$ cat config.mk
export PLATFORM = sky130hd
export DESIGN_NAME = wlav_div
export DESIGN_NICKNAME = d
export VERILOG_FILES = /design/src/sv/wlav_pkg.sv /design/src/sv/wlav_div.sv
export SDC_FILE = /design/constraint.sdc
export NUM_CORES = 1
export LEC_CHECK = 0
export BUFFER_PORTS_ARGS = -buffer_cell sky130_fd_sc_hd__buf_2
export CORE_MARGIN = 2
export CORE_UTILIZATION = 25
export CTS_CLUSTER_DIAMETER = 40
export DETAILED_ROUTE_END_ITERATION = 16
export SYNTH_ARGS = -nofsm -noshare
export SYNTH_HDL_FRONTEND = slang
export SYNTH_SLANG_ARGS = --single-unit
$ cat constraint.sdc
create_clock -name clk_i -period 4.55 [get_ports clk_i]
set_input_delay 0.455 -clock clk_i [delete_from_list [all_inputs] [get_ports clk_i]]
set_output_delay 0.455 -clock clk_i [all_outputs]
set_load 0.1 [all_outputs]
$ cat src/sv/wlav_pkg.sv
// Shared constants, codes and helper functions for the Wilson loop average block.
package wlav_pkg;

  localparam int unsigned MAX_X_DEF = 64;
  localparam int unsigned MAX_Y_DEF = 64;

  localparam int unsigned CFG_W   = 7;
  localparam int unsigned CFG_IW  = 2;
  localparam int unsigned SITE_W  = 6;
  localparam int unsigned Q_W     = 18;
  localparam int unsigned PROD_W  = 2 * Q_W;
  localparam int unsigned ACC_W   = 21;
  localparam int unsigned SUM_W   = 32;
  localparam int unsigned DIVD_W  = SUM_W + 1;

  localparam logic [CFG_IW-1:0] CFG_SIDE_X    = 2'd0;
  localparam logic [CFG_IW-1:0] CFG_SIDE_Y    = 2'd1;
  localparam logic [CFG_IW-1:0] CFG_LATTICE_X = 2'd2;
  localparam logic [CFG_IW-1:0] CFG_LATTICE_Y = 2'd3;

  localparam logic ACT_LOAD    = 1'b0;
  localparam logic ACT_MEASURE = 1'b1;

  localparam logic signed [Q_W-1:0] Q_ONE = 18'sd65536;
  localparam logic signed [Q_W-1:0] Q_MAX = 18'sd131071;
  localparam logic signed [Q_W-1:0] Q_MIN = -18'sd131072;

  // Clamp a signed accumulator to Q2.16 range.
  function automatic logic signed [Q_W-1:0] sat_q(input logic signed [ACC_W-1:0] v);
    logic signed [ACC_W-1:0] hi;
    logic signed [ACC_W-1:0] lo;
    hi = ACC_W'(Q_MAX);
    lo = ACC_W'(Q_MIN);
    if (v > hi) return Q_MAX;
    else if (v < lo) return Q_MIN;
    else return Q_W'(v);
  endfunction

  // Apply sign to an unsigned quotient magnitude and clamp to Q2.16.
  function automatic logic signed [Q_W-1:0] sat_mag(input logic neg,
                                                    input logic [DIVD_W-1:0] q);
    logic [DIVD_W-1:0] lim_pos;
    logic [DIVD_W-1:0] lim_neg;
    lim_pos = DIVD_W'(131071);
    lim_neg = DIVD_W'(131072);
    if (neg) begin
      if (q > lim_neg) return Q_MIN;
      else return Q_W'(-$signed({1'b0, q}));
    end else begin
      if (q > lim_pos) return Q_MAX;
      else return Q_W'(q);
    end
  endfunction

endpackage

$ cat src/sv/wlav_div.sv
// Restoring divider, one quotient bit per cycle.
module wlav_div #(
  parameter int unsigned CW = 14
) (
  input  logic                          clk_i,
  input  logic                          rst_ni,
  input  logic                          start_i,
  input  logic [wlav_pkg::DIVD_W-1:0]   dividend_i,
  input  logic [CW-1:0]                 divisor_i,
  output logic                          done_o,
  output logic [wlav_pkg::DIVD_W-1:0]   quotient_o
);
  import wlav_pkg::*;

  localparam int unsigned CNT_W = $clog2(DIVD_W + 1);

  logic [CW:0]         rem_q, rem_d;
  logic [DIVD_W-1:0]   quo_q, quo_d;
  logic [CW-1:0]       dsr_q;
  logic [CNT_W-1:0]    cnt_q, cnt_d;
  logic                busy_q, busy_d;
  logic                done_q, done_d;
  logic [CW:0]         shifted;

  assign shifted = {rem_q[CW-1:0], quo_q[DIVD_W-1]};

  always_comb begin
    rem_d  = rem_q;
    quo_d  = quo_q;
    cnt_d  = cnt_q;
    busy_d = busy_q;
    done_d = 1'b0;
    if (start_i) begin
      rem_d  = '0;
      quo_d  = dividend_i;
      cnt_d  = '0;
      busy_d = 1'b1;
    end else if (busy_q) begin
      if (shifted >= {1'b0, dsr_q}) begin
        rem_d = shifted - {1'b0, dsr_q};
        quo_d = {quo_q[DIVD_W-2:0], 1'b1};
      end else begin
        rem_d = shifted;
        quo_d = {quo_q[DIVD_W-2:0], 1'b0};
      end
      cnt_d = cnt_q + 1'b1;
      if (cnt_q == CNT_W'(DIVD_W - 1)) begin
        busy_d = 1'b0;
        done_d = 1'b1;
      end
    end
  end

  always_ff @(posedge clk_i or negedge rst_ni) begin
    if (!rst_ni) begin
      busy_q <= 1'b0;
      done_q <= 1'b0;
      cnt_q  <= '0;
    end else begin
      busy_q <= busy_d;
      done_q <= done_d;
      cnt_q  <= cnt_d;
    end
  end

  always_ff @(posedge clk_i) begin
    rem_q <= rem_d;
    quo_q <= quo_d;
    if (start_i) dsr_q <= divisor_i;
  end

  assign done_o     = done_q;
  assign quotient_o = quo_q;

  a_done_after_busy: assert property (@(posedge clk_i) disable iff (!rst_ni)
    done_q |-> !busy_q) else $error("divider done while busy");
  a_cnt_range: assert property (@(posedge clk_i) disable iff (!rst_ni)
    busy_q |-> cnt_q < CNT_W'(DIVD_W)) else $error("divider count overrun");
  a_done_pulse: assert property (@(posedge clk_i) disable iff (!rst_ni)
    done_q |=> !done_q) else $error("divider done held");

endmodule

==> flow_metrics.py, run 1 <==
metrics = {
    "finish": {
        "drive_above_1_share_pct": 33.9,
        "n_fill_cell": 1462,
        "area_growth_pct": 24.2,
        "layout.nets": 471,
        "utilization_pct": 31.5,
        "insertedDiodeCount": 0,
        "final_cell_mix": "buf_2, edfxtp_1, mux2_2, nor2_1, inv_1",
        "final_common_cell": "buf_2",
    },
    "global_route": {
        "grt_use_total_pct": 10.9,
        "grt_pass1_vias": 2944,
        "overflow": 0,
        "grt_max_degree": 71,
        "antenna_found_initial": 0,
        "grt_pass1_wl_mm": 13.8,
    },
    "clock_tree": {
        "htree_levels": 3,
        "cts.sink_count": 69,
        "clk_latency_ns": 0.33,
        "clk_path_buf_depth": 2,
        "cts_setup_buffers": 0,
        "cts_tree": "done",
        "numCtsBuffers": 9,
        "root_buffer": "clkbuf_16",
        "clkSlewWorstSetupHoldPaths_ns": 0.05,
    },
    "hold_path": {
        "hp-class": "in2reg",
    },
    "sta": {
        "grt_setup_unrepaired": "no",
        "slew_headroom_pct": 26.1,
        "hold_viol": 0,
        "period_needed_ns": 2.68,
        "drv_slew": 0,
        "timing.fmax_ghz": 0.372,
        "setup-violations-final": 0,
        "fin_crit_sh_pct": 59.0,
        "tightest_slew_ns": 1.11,
        "hold-worst-slack_ns": 0.299,
        "clock_skew_ns": 0.00398,
        "setup-tns-final_ns": 0,
    },
    "synthesis": {
        "synth_top_family_by_area": "multiplexers",
        "synth.avg_cell_area_sq_um": 11.5,
        "synth_xor_xnor_area_share_pct": 2.40,
        "syn_area_sq_um": 3640,
        "synth-simple-area-share_pct": 10.8,
        "yosys_register_bits": 69,
        "yosys.cell_types.count": 51,
        "synth_mux_area_share_pct": 12.8,
        "synth_edf_count": 47,
        "synthAdderAreaFrac_pct": 6.39,
        "synth_compound_area_share_pct": 11.5,
        "syn_inst": 318,
        "synth_ff_type": "edfxtp_1",
        "synth_nets": 386,
        "yosysWarnings": 0,
        "yosysSeqAreaShare_pct": 51.9,
        "async_flop_share_pct": 11.6,
    },
    "job": {
        "maxCapViolCount": 0,
    },
    "worst_setup_path": {
        "cp.arrival_ns": 2.85,
        "crit_required_ns": 4.72,
        "crit_type": "reg2reg",
        "cp_max_fo": 15,
        "setup.worst_path.start_class": "register",
        "cp-end-kind": "register",
    },
    "floorplanning": {
        "row_count": 44,
        "die_x_um": 125,
        "core_area_sq_um": 14400,
        "dieArea_sq_um": 15600,
        "io-pin-count": 84,
        "start_util_pct": 25.4,
        "dieHeight_um": 125,
    },
    "pwr": {
        "p_per_area_nw_per_um2": 553,
        "leakage_uw": 0.00199,
        "ir_worst_vdd_uv": 277,
    },
    "routing": {
        "wl_mm": 8.04,
        "vias": 2722,
        "drtPass1Iterations": 4,
        "wl_per_cell_um": 13.6,
        "vias_per_cell": 4.61,
        "ant_nets": 0,
        "first_iter_violations": 219,
        "post-route-drc-count": 0,
    },
    "place": {
        "dp_hpwl_mm": 5.80,
        "io_buffers": 83,
        "gp_congestion": 0.776,
    },
    "outcome": {
        "status": "completed",
    },
}
[sequential cells by signal, summed over array words and instances, names as in the netlist]
signal      cells
quotient_o     33
rem_q          14
done_o          1
cnt_q           6
dsr_q          14
busy_q          1
[final timing paths]
kind | start | end | slack, ns | depth (start not counted)
max | dsr_q[1]$_DFFE_PP_ | rem_q[1]$_SDFFE_PP0P_ | 1.87 | 9
max reg2reg | dsr_q[1]$_DFFE_PP_ | rem_q[1]$_SDFFE_PP0P_ | 1.87 | 9
min in group asynchronous | rst_ni | busy_q$_DFF_PN0_ | 0.50 | 2
max in group asynchronous | rst_ni | cnt_q[3]$_DFFE_PN0P_ | 3.88 | 2
min reg2reg | rem_q[2]$_SDFFE_PP0P_ | rem_q[2]$_SDFFE_PP0P_ | 0.51 | 2
min | divisor_i[11] | dsr_q[11]$_DFFE_PP_ | 0.30 | 1
[kinds of logic (layout without fill, tap and decap cells)]
logic type,Yosys count,in the layout
flip-flops,69,69
multiplexers,42,42
XOR/XNOR,10,10
AO/OA/AOI/OAI,58,58
adder cells (fa/ha/maj),18,18
buffers and inverters,37,126
AND/OR/NAND/NOR,84,84
[synth_stat cells (all sizes together), types with 2 or more instances]
library cell / number / share of area, %
a211oi: 9 / 2.0
a21o: 5 / 1.0
a21oi: 11 / 1.5
a311oi: 4 / 1.1
a31o: 2 / 0.48
and3: 3 / 0.52
buf: 6 / 0.96
clkbuf: 8 / 0.82
dfrtp: 8 / 5.5
dfxtp: 14 / 7.7
edfxtp: 47 / 39
ha: 17 / 5.8
inv: 23 / 2.4
mux2: 33 / 10
mux2i: 9 / 2.5
nand2: 19 / 2.0
nand3: 5 / 0.69
nand4: 5 / 0.86
nor2: 32 / 3.3
nor2b: 5 / 0.86
nor3: 7 / 0.96
nor4: 2 / 0.34
o211ai: 2 / 0.41
o21a: 6 / 1.2
o21ai: 7 / 0.96
o22ai: 2 / 0.52
o31ai: 3 / 0.62
or3: 2 / 0.48
xnor2: 4 / 0.96
xor2: 6 / 1.4
[where the power goes]
group | leakage (uW) | switching [uW] | internal, uW | total [uW]
Sequential | 0.000706 | 70.8 | 779 | 850
Clock | 0.000129 | 243 | 379 | 621
Combinational | 0.00115 | 687 | 344 | 1030
[stage by stage]
stage / area, sq um / total power (uW) / setup slack, ns / cells
finish: 4520 / 2500 / 1.87 / 591
global route: 4520 / 2640 / 1.60 / 591
CTS: 4520 / 2520 / 1.87 / 591
detailed placement: 4250 / 1880 / 1.88 / 575
global placement: 4250 / 1870 / 1.98 / 575
floorplan: 3640 / 1690 / 1.77 / 318
[cell type report]
cell class                      count  area, sq um  share of cell area (%)
Inverter                           23         86.3                    1.91
Multi-Input combinational cell    212         1600                    35.4
Sequential cell                    69         1890                    41.8
Tap cell                          184          230                    5.09
Timing Repair Buffer               88          455                    10.1
Clock buffer                       13          250                    5.53
Clock inverter                      2         10.0                   0.221
[timing repair]
item / in CTS / in global routing
gates resized for setup: 0 / 0
hold buffers: 1 / 0
hold endpoints to repair: 8 / 0
[layer usage]
layer | GRT usage, % | vias up | share of wire [%]
met5 | 0 | - | 0
met4 | 5.49 | 0 | 2.4
met3 | 3.95 | 15 | 8.5
met2 | 17.6 | 102 | 46
met1 | 12.6 | 1267 | 43
li1 | - | 1338 | -
[critical path: stages (launching register included)]
cell	delay (ns)
edfxtp_1	0.35
inv_1	0.11
ha_1	0.25
nor2b_1	0.15
o2111ai_1	0.31
nand4_1	0.27
a21boi_1	0.41
buf_4	0.33
mux2i_1	0.25
a211oi_1	0.10
Power figures use the tool's default switching activity.
==> run 2: changes to the inputs <==
ABC_AREA = 1   (was default)
clock period = 2.8 ns   (was 4.55 ns; I/O delays follow)
==> flow_metrics.py, run 2 <==
metrics = {
    "routing": {
        "vias_per_cell": 4.24,
        "wl_mm": 9.07,
        "ant_nets": 0,
        "drtPass1Iterations": 4,
        "vias": 3149,
        "post-route-drc-count": 0,
        "wl_per_cell_um": 12.2,
        "first_iter_violations": 125,
    },
    "global_route": {
        "grt_max_degree": 39,
        "antenna_found_initial": 0,
        "grt_use_total_pct": 12.1,
        "overflow": 0,
        "grt_pass1_wl_mm": 15.3,
        "grt_pass1_vias": 3188,
    },
    "worst_setup_path": {
        "crit_required_ns": 3.04,
        "cp_max_fo": 4,
        "cp-end-kind": "register",
        "cp_slowest_cell": "fa_1",
        "crit_buf_inv": 2,
        "slowest_delay_ns": 0.44,
        "setup.worst_path.start_class": "register",
        "cp.arrival_ns": 2.37,
        "cpMostUsedCell": "nand2_1",
        "path_delay_family": "adder cells",
        "path_cells": "inv_1 -> ha_1 -> inv_1 -> fa_1 -> nand3_1 -> nand3_1 -> a21oi_1 -> xor2_1 -> nand2_1 -> nand2_1 -> nand2_1",
        "crit_type": "reg2reg",
    },
    "place": {
        "io_buffers": 83,
        "placed_cells": 725,
        "gp_congestion": 0.855,
        "dp_slack_ns": 0.721,
        "dp_hpwl_mm": 6.32,
        "placed_area_sq_um": 4380,
    },
    "clock_tree": {
        "clk_path_buf_depth": 2,
        "cts_setup_buffers": 0,
        "root_buffer": "clkbuf_16",
        "numCtsBuffers": 9,
        "cts_tree": "done",
        "htree_levels": 3,
        "cts.sink_count": 69,
        "clkSlewWorstSetupHoldPaths_ns": 0.06,
        "clk_latency_ns": 0.35,
    },
    "synthesis": {
        "synth_top_family_by_area": "simple AND/OR/NAND/NOR gates",
        "synth_xor_xnor_area_share_pct": 1.64,
        "synth_compound_area_share_pct": 3.54,
        "async_flop_share_pct": 11.6,
        "synthAdderAreaFrac_pct": 6.21,
        "synth_mux_area_share_pct": 0,
        "synth_commonest_cells": "nand2_1, inv_1, edfxtp_1",
        "synth_ff_type": "edfxtp_1",
        "synth_top_area_cell": "edfxtp_1",
        "yosysSeqAreaShare_pct": 50.5,
        "synth-simple-area-share_pct": 31.5,
        "yosys.cell_types.count": 32,
        "yosys_register_bits": 69,
        "syn_area_sq_um": 3750,
        "synth.avg_cell_area_sq_um": 8.06,
        "synth_edf_count": 47,
        "synth_nets": 533,
        "syn_inst": 465,
        "synthTopCellsByArea": "edfxtp_1, nand2_1, dfxtp_1",
        "yosysMostFrequentCell": "nand2_1",
        "synth_top_area_share_pct": 37.7,
        "yosysWarnings": 0,
    },
    "pwr": {
        "leakage_uw": 0.00241,
        "p_total_uw": 4410,
        "p_per_area_nw_per_um2": 935,
        "ir_worst_vdd_uv": 406,
    },
    "floorplanning": {
        "dieHeight_um": 126,
        "row_count": 44,
        "core_area_sq_um": 14600,
        "start_util_pct": 25.7,
        "die_x_um": 126,
        "dieArea_sq_um": 16000,
        "io-pin-count": 84,
    },
    "sta": {
        "grt_setup_unrepaired": "no",
        "final.setup.worst_slack_ns": 0.674,
        "tightest_slew_ns": 0.501,
        "slew_headroom_pct": 66.8,
        "fin_crit_sh_pct": 75.9,
        "clock_skew_ns": 0.00794,
        "setup-violations-final": 0,
        "setup-tns-final_ns": 0,
        "hold_viol": 0,
        "timing.fmax_ghz": 0.470,
        "period_needed_ns": 2.13,
        "drv_slew": 0,
    },
    "finish": {
        "largest_reg_flops": 33,
        "finalNonFillerCells": 742,
        "drive_above_1_share_pct": 21.0,
        "n_fill_cell": 1558,
        "area_growth_pct": 25.8,
        "finalInstanceArea_sq_um": 4720,
        "final_common_cell": "nand2_1",
        "layout.nets": 621,
        "insertedDiodeCount": 0,
        "final_cell_mix": "nand2_1, buf_2, inv_1",
    },
    "job": {
        "maxCapViolCount": 0,
    },
    "outcome": {
        "status": "completed",
    },
    "hold_path": {
        "hp-class": "in2reg",
    },
}
-- run 2: layout make-up --
type	instances	area, sq um	share of cell area, %
clock buffer	9	225	4.78
sequential	69	1890	40.1
timing repair buffer	88	468	9.92
inverter	52	195	4.14
clock inverter	7	96.3	2.04
tap	184	230	4.88
multi-input combinational	333	1610	34.1
-- run 2: what timing repair did --
item / CTS / global route
hold buffers: 1 / 0
gates resized for setup: 0 / 0
endpoints found under the hold margin: 8 / 0
-- run 2: path summary, 6_finish.rpt --
kind                                          startpoint                     to  slack, ns  cells past startpoint
worst min-delay path                       divisor_i[13]    dsr_q[13]$_DFFE_PP_       0.11                      1
worst min register to register     rem_q[1]$_SDFFE_PP0P_  rem_q[1]$_SDFFE_PP0P_       0.48                      2
min in group asynchronous                         rst_ni       busy_q$_DFF_PN0_       0.30                      2
worst max-delay path            quotient_o[32]$_DFFE_PP_  rem_q[8]$_SDFFE_PP0P_       0.67                     11
max in group asynchronous                         rst_ni   cnt_q[2]$_DFFE_PN0P_       2.31                      2
worst max register to register  quotient_o[32]$_DFFE_PP_  rem_q[8]$_SDFFE_PP0P_       0.67                     11
-- run 2: power breakdown --
group	internal (uW)	leakage (uW)	switching [uW]
registers	1260	0.000721	117
logic	536	0.00153	1230
clock network	784	0.000160	475
total	2590	0.00241	1830
-- run 2: per-stage QoR --
step	hold WS, ns	util, %
after detailed placement	0.133	30.1
after global placement	0.136	30.1
after global routing	0.0927	32.3
final	0.109	32.3
after floorplan	-0.0156	-
after CTS	0.0937	32.3
-- run 2: logic make-up (layout without fill, tap and decap cells) --
logic type / Yosys count / count (layout)
compound gates: 22 / 22
xor+xnor: 7 / 7
fa+ha+maj: 18 / 18
buf+inv: 63 / 156
flops: 69 / 69
simple gates: 286 / 286
-- run 2: routing by layer --
layer  share of wire, %  global-route usage, %  vias to the layer above
met2                 45                   19.4                       75
met5                  0                      0                        -
li1                   -                      -                     1650
met4                1.5                   3.36                        0
met3                6.1                   5.19                       14
met1                 47                   14.8                     1410
==> run 3: changes to the inputs <==
clock period = 1.79 ns   (was 2.8 ns; I/O delays follow)
==> flow_metrics.py, run 3 (synthesis results as in run 2) <==
metrics = {
    "sta": {
        "clock_skew_ns": 0.00666,
        "hold_viol": 0,
        "tightest_slew_ns": 0.499,
        "period_needed_ns": 1.84,
        "setup-violations-final": 6,
        "slew_headroom_pct": 66.9,
        "drv_slew": 0,
        "fin_crit_sh_pct": 103,
        "final.setup.worst_slack_ns": -0.0504,
        "grt_setup_unrepaired": "yes",
        "timing.fmax_ghz": 0.543,
    },
    "global_route": {
        "grt_use_total_pct": 12.2,
        "grt_max_degree": 39,
        "overflow": 0,
        "antenna_found_initial": 0,
        "grt_pass1_vias": 3350,
        "grt_pass1_wl_mm": 15.7,
    },
    "worst_setup_path": {
        "cp-startpoint": "dsr_q[10]$_DFFE_PP_",
        "cpMostUsedCell": "nand2_2",
        "path_cells": "inv_2 -> ha_4 -> nand2_2 -> inv_2 -> nand2_2 -> nand2_2 -> a21oi_4 -> nand3_4 -> buf_4 -> nand2_1 -> nand2_1",
        "cp_max_fo": 5,
        "reg2reg_to": "quotient_o[0]$_DFFE_PP_",
        "r2r_slack_ns": -0.05,
        "setup.worst_path.start_class": "register",
        "slowest_delay_ns": 0.38,
        "cp_slowest_cell": "edfxtp_1",
        "r2r_cells": 11,
        "crit_type": "reg2reg",
        "cp-end-kind": "register",
        "r2r-start": "dsr_q[10]$_DFFE_PP_",
        "crit_required_ns": 1.88,
        "cp.arrival_ns": 1.93,
    },
    "floorplanning": {
        "dieArea_sq_um": 16000,
        "start_util_pct": 25.7,
        "die_x_um": 126,
        "core_area_sq_um": 14600,
        "row_count": 44,
        "io-pin-count": 84,
        "dieHeight_um": 126,
    },
    "finish": {
        "largest_reg_flops": 33,
        "final_cell_mix": "nand2_1, buf_2, edfxtp_1",
        "layout.nets": 671,
        "drive_above_1_share_pct": 33.6,
        "insertedDiodeCount": 0,
        "finalInstanceArea_sq_um": 5370,
        "final_common_cell": "nand2_1",
        "utilization_pct": 36.8,
        "area_growth_pct": 43.2,
    },
    "clock_tree": {
        "cts.sink_count": 69,
        "numCtsBuffers": 9,
        "clkSlewWorstSetupHoldPaths_ns": 0.06,
        "root_buffer": "clkbuf_16",
        "clk_path_buf_depth": 2,
        "clk_latency_ns": 0.34,
        "cts_tree": "done",
        "htree_levels": 3,
    },
    "place": {
        "gp_congestion": 0.856,
        "placed_area_sq_um": 4730,
        "dp_hpwl_mm": 6.87,
        "dp_slack_ns": -0.0699,
        "io_buffers": 83,
    },
    "routing": {
        "vias": 3296,
        "vias_per_cell": 4.16,
        "first_iter_violations": 89,
        "post-route-drc-count": 0,
        "ant_nets": 0,
        "wl_mm": 9.59,
        "wl_per_cell_um": 12.1,
        "drtPass1Iterations": 4,
    },
    "outcome": {
        "status": "finished, violations left",
        "violations": "setup timing",
    },
    "hold_path": {
        "holdPathStages": 1,
        "hold_end": "dsr_q[0]$_DFFE_PP_",
        "min_from": "divisor_i[0]",
        "hp-class": "in2reg",
    },
    "job": {
        "maxCapViolCount": 0,
    },
    "pwr": {
        "p_per_area_nw_per_um2": 1480,
        "ir_worst_vdd_uv": 609,
        "leakage_uw": 0.00266,
    },
}
==> run 3: metal layers <==
metal  part of all wire [%]  global-route usage [%]
met1                     48                    15.6
met2                     45                    19.5
met3                    5.4                    4.01
met4                    1.3                    3.68
met5                      0                       0
==> run 3: area by class of cell <==
type / count / area, sq um
Clock buffer: 10 / 239
Clock inverter: 6 / 45.0
Inverter: 52 / 195
Multi-Input combinational cell: 333 / 1850
Fill cell: 1548 / 9220
Timing Repair Buffer: 138 / 918
Sequential cell: 69 / 1890
Tap cell: 184 / 230
==> run 3: worst max path at each step <==
stage	slack (ns)	depth (start not counted)	endpoint
6_report	-0.05	11	quotient_o[0]$_DFFE_PP_
5_1_grt	-0.19	13	rem_q[12]$_SDFFE_PP0P_
4_1_cts	-0.004	11	rem_q[8]$_SDFFE_PP0P_
3_5_place_dp	-0.07	13	rem_q[1]$_SDFFE_PP0P_
3_3_place_gp	-0.07	13	rem_q[8]$_SDFFE_PP0P_
2_1_floorplan	-0.44	13	rem_q[12]$_SDFFE_PP0P_
==> run 3: repair_timing <==
| action | 4_1_cts | 5_1_grt |
|---|---|---|
| hold endpoints to repair | 10 | 1 |
| cloned | 0 | 2 |
| buffers inserted | 2 | 4 |
| hold buffers | 3 | 1 |
| resized for setup | 16 | 23 |
| endpoints found under the setup margin | 13 | 15 |
| pin swaps | 11 | 8 |
==> run 3: critical path, delay by kind of cell, from the launching register on <==
family | cells | cell delay (ns)
fa+ha+maj | 1 | 0.21
buf+inv | 3 | 0.29
flops | 1 | 0.38
compound gates | 1 | 0.18
simple gates | 6 | 0.53
==> run 3: stage by stage <==
step	total power [uW]	cells	hold WS, ns	TNS [ns]
finish	7930	792	0.0140	-0.208
CTS	7540	785	0.000475	-0.00350
detailed placement	5600	764	0.0354	-0.637
global placement	5610	764	0.0346	-0.537
global route	8510	792	0.000608	-2.07
floorplan	4520	465	-0.117	-6.32
==> run 3: report_power, final <==
| part | internal (uW) | switching (uW) |
|---|---|---|
| logic | 1750 | 2270 |
| registers | 1980 | 228 |
| clock network | 981 | 711 |
| total | 4710 | 3210 |
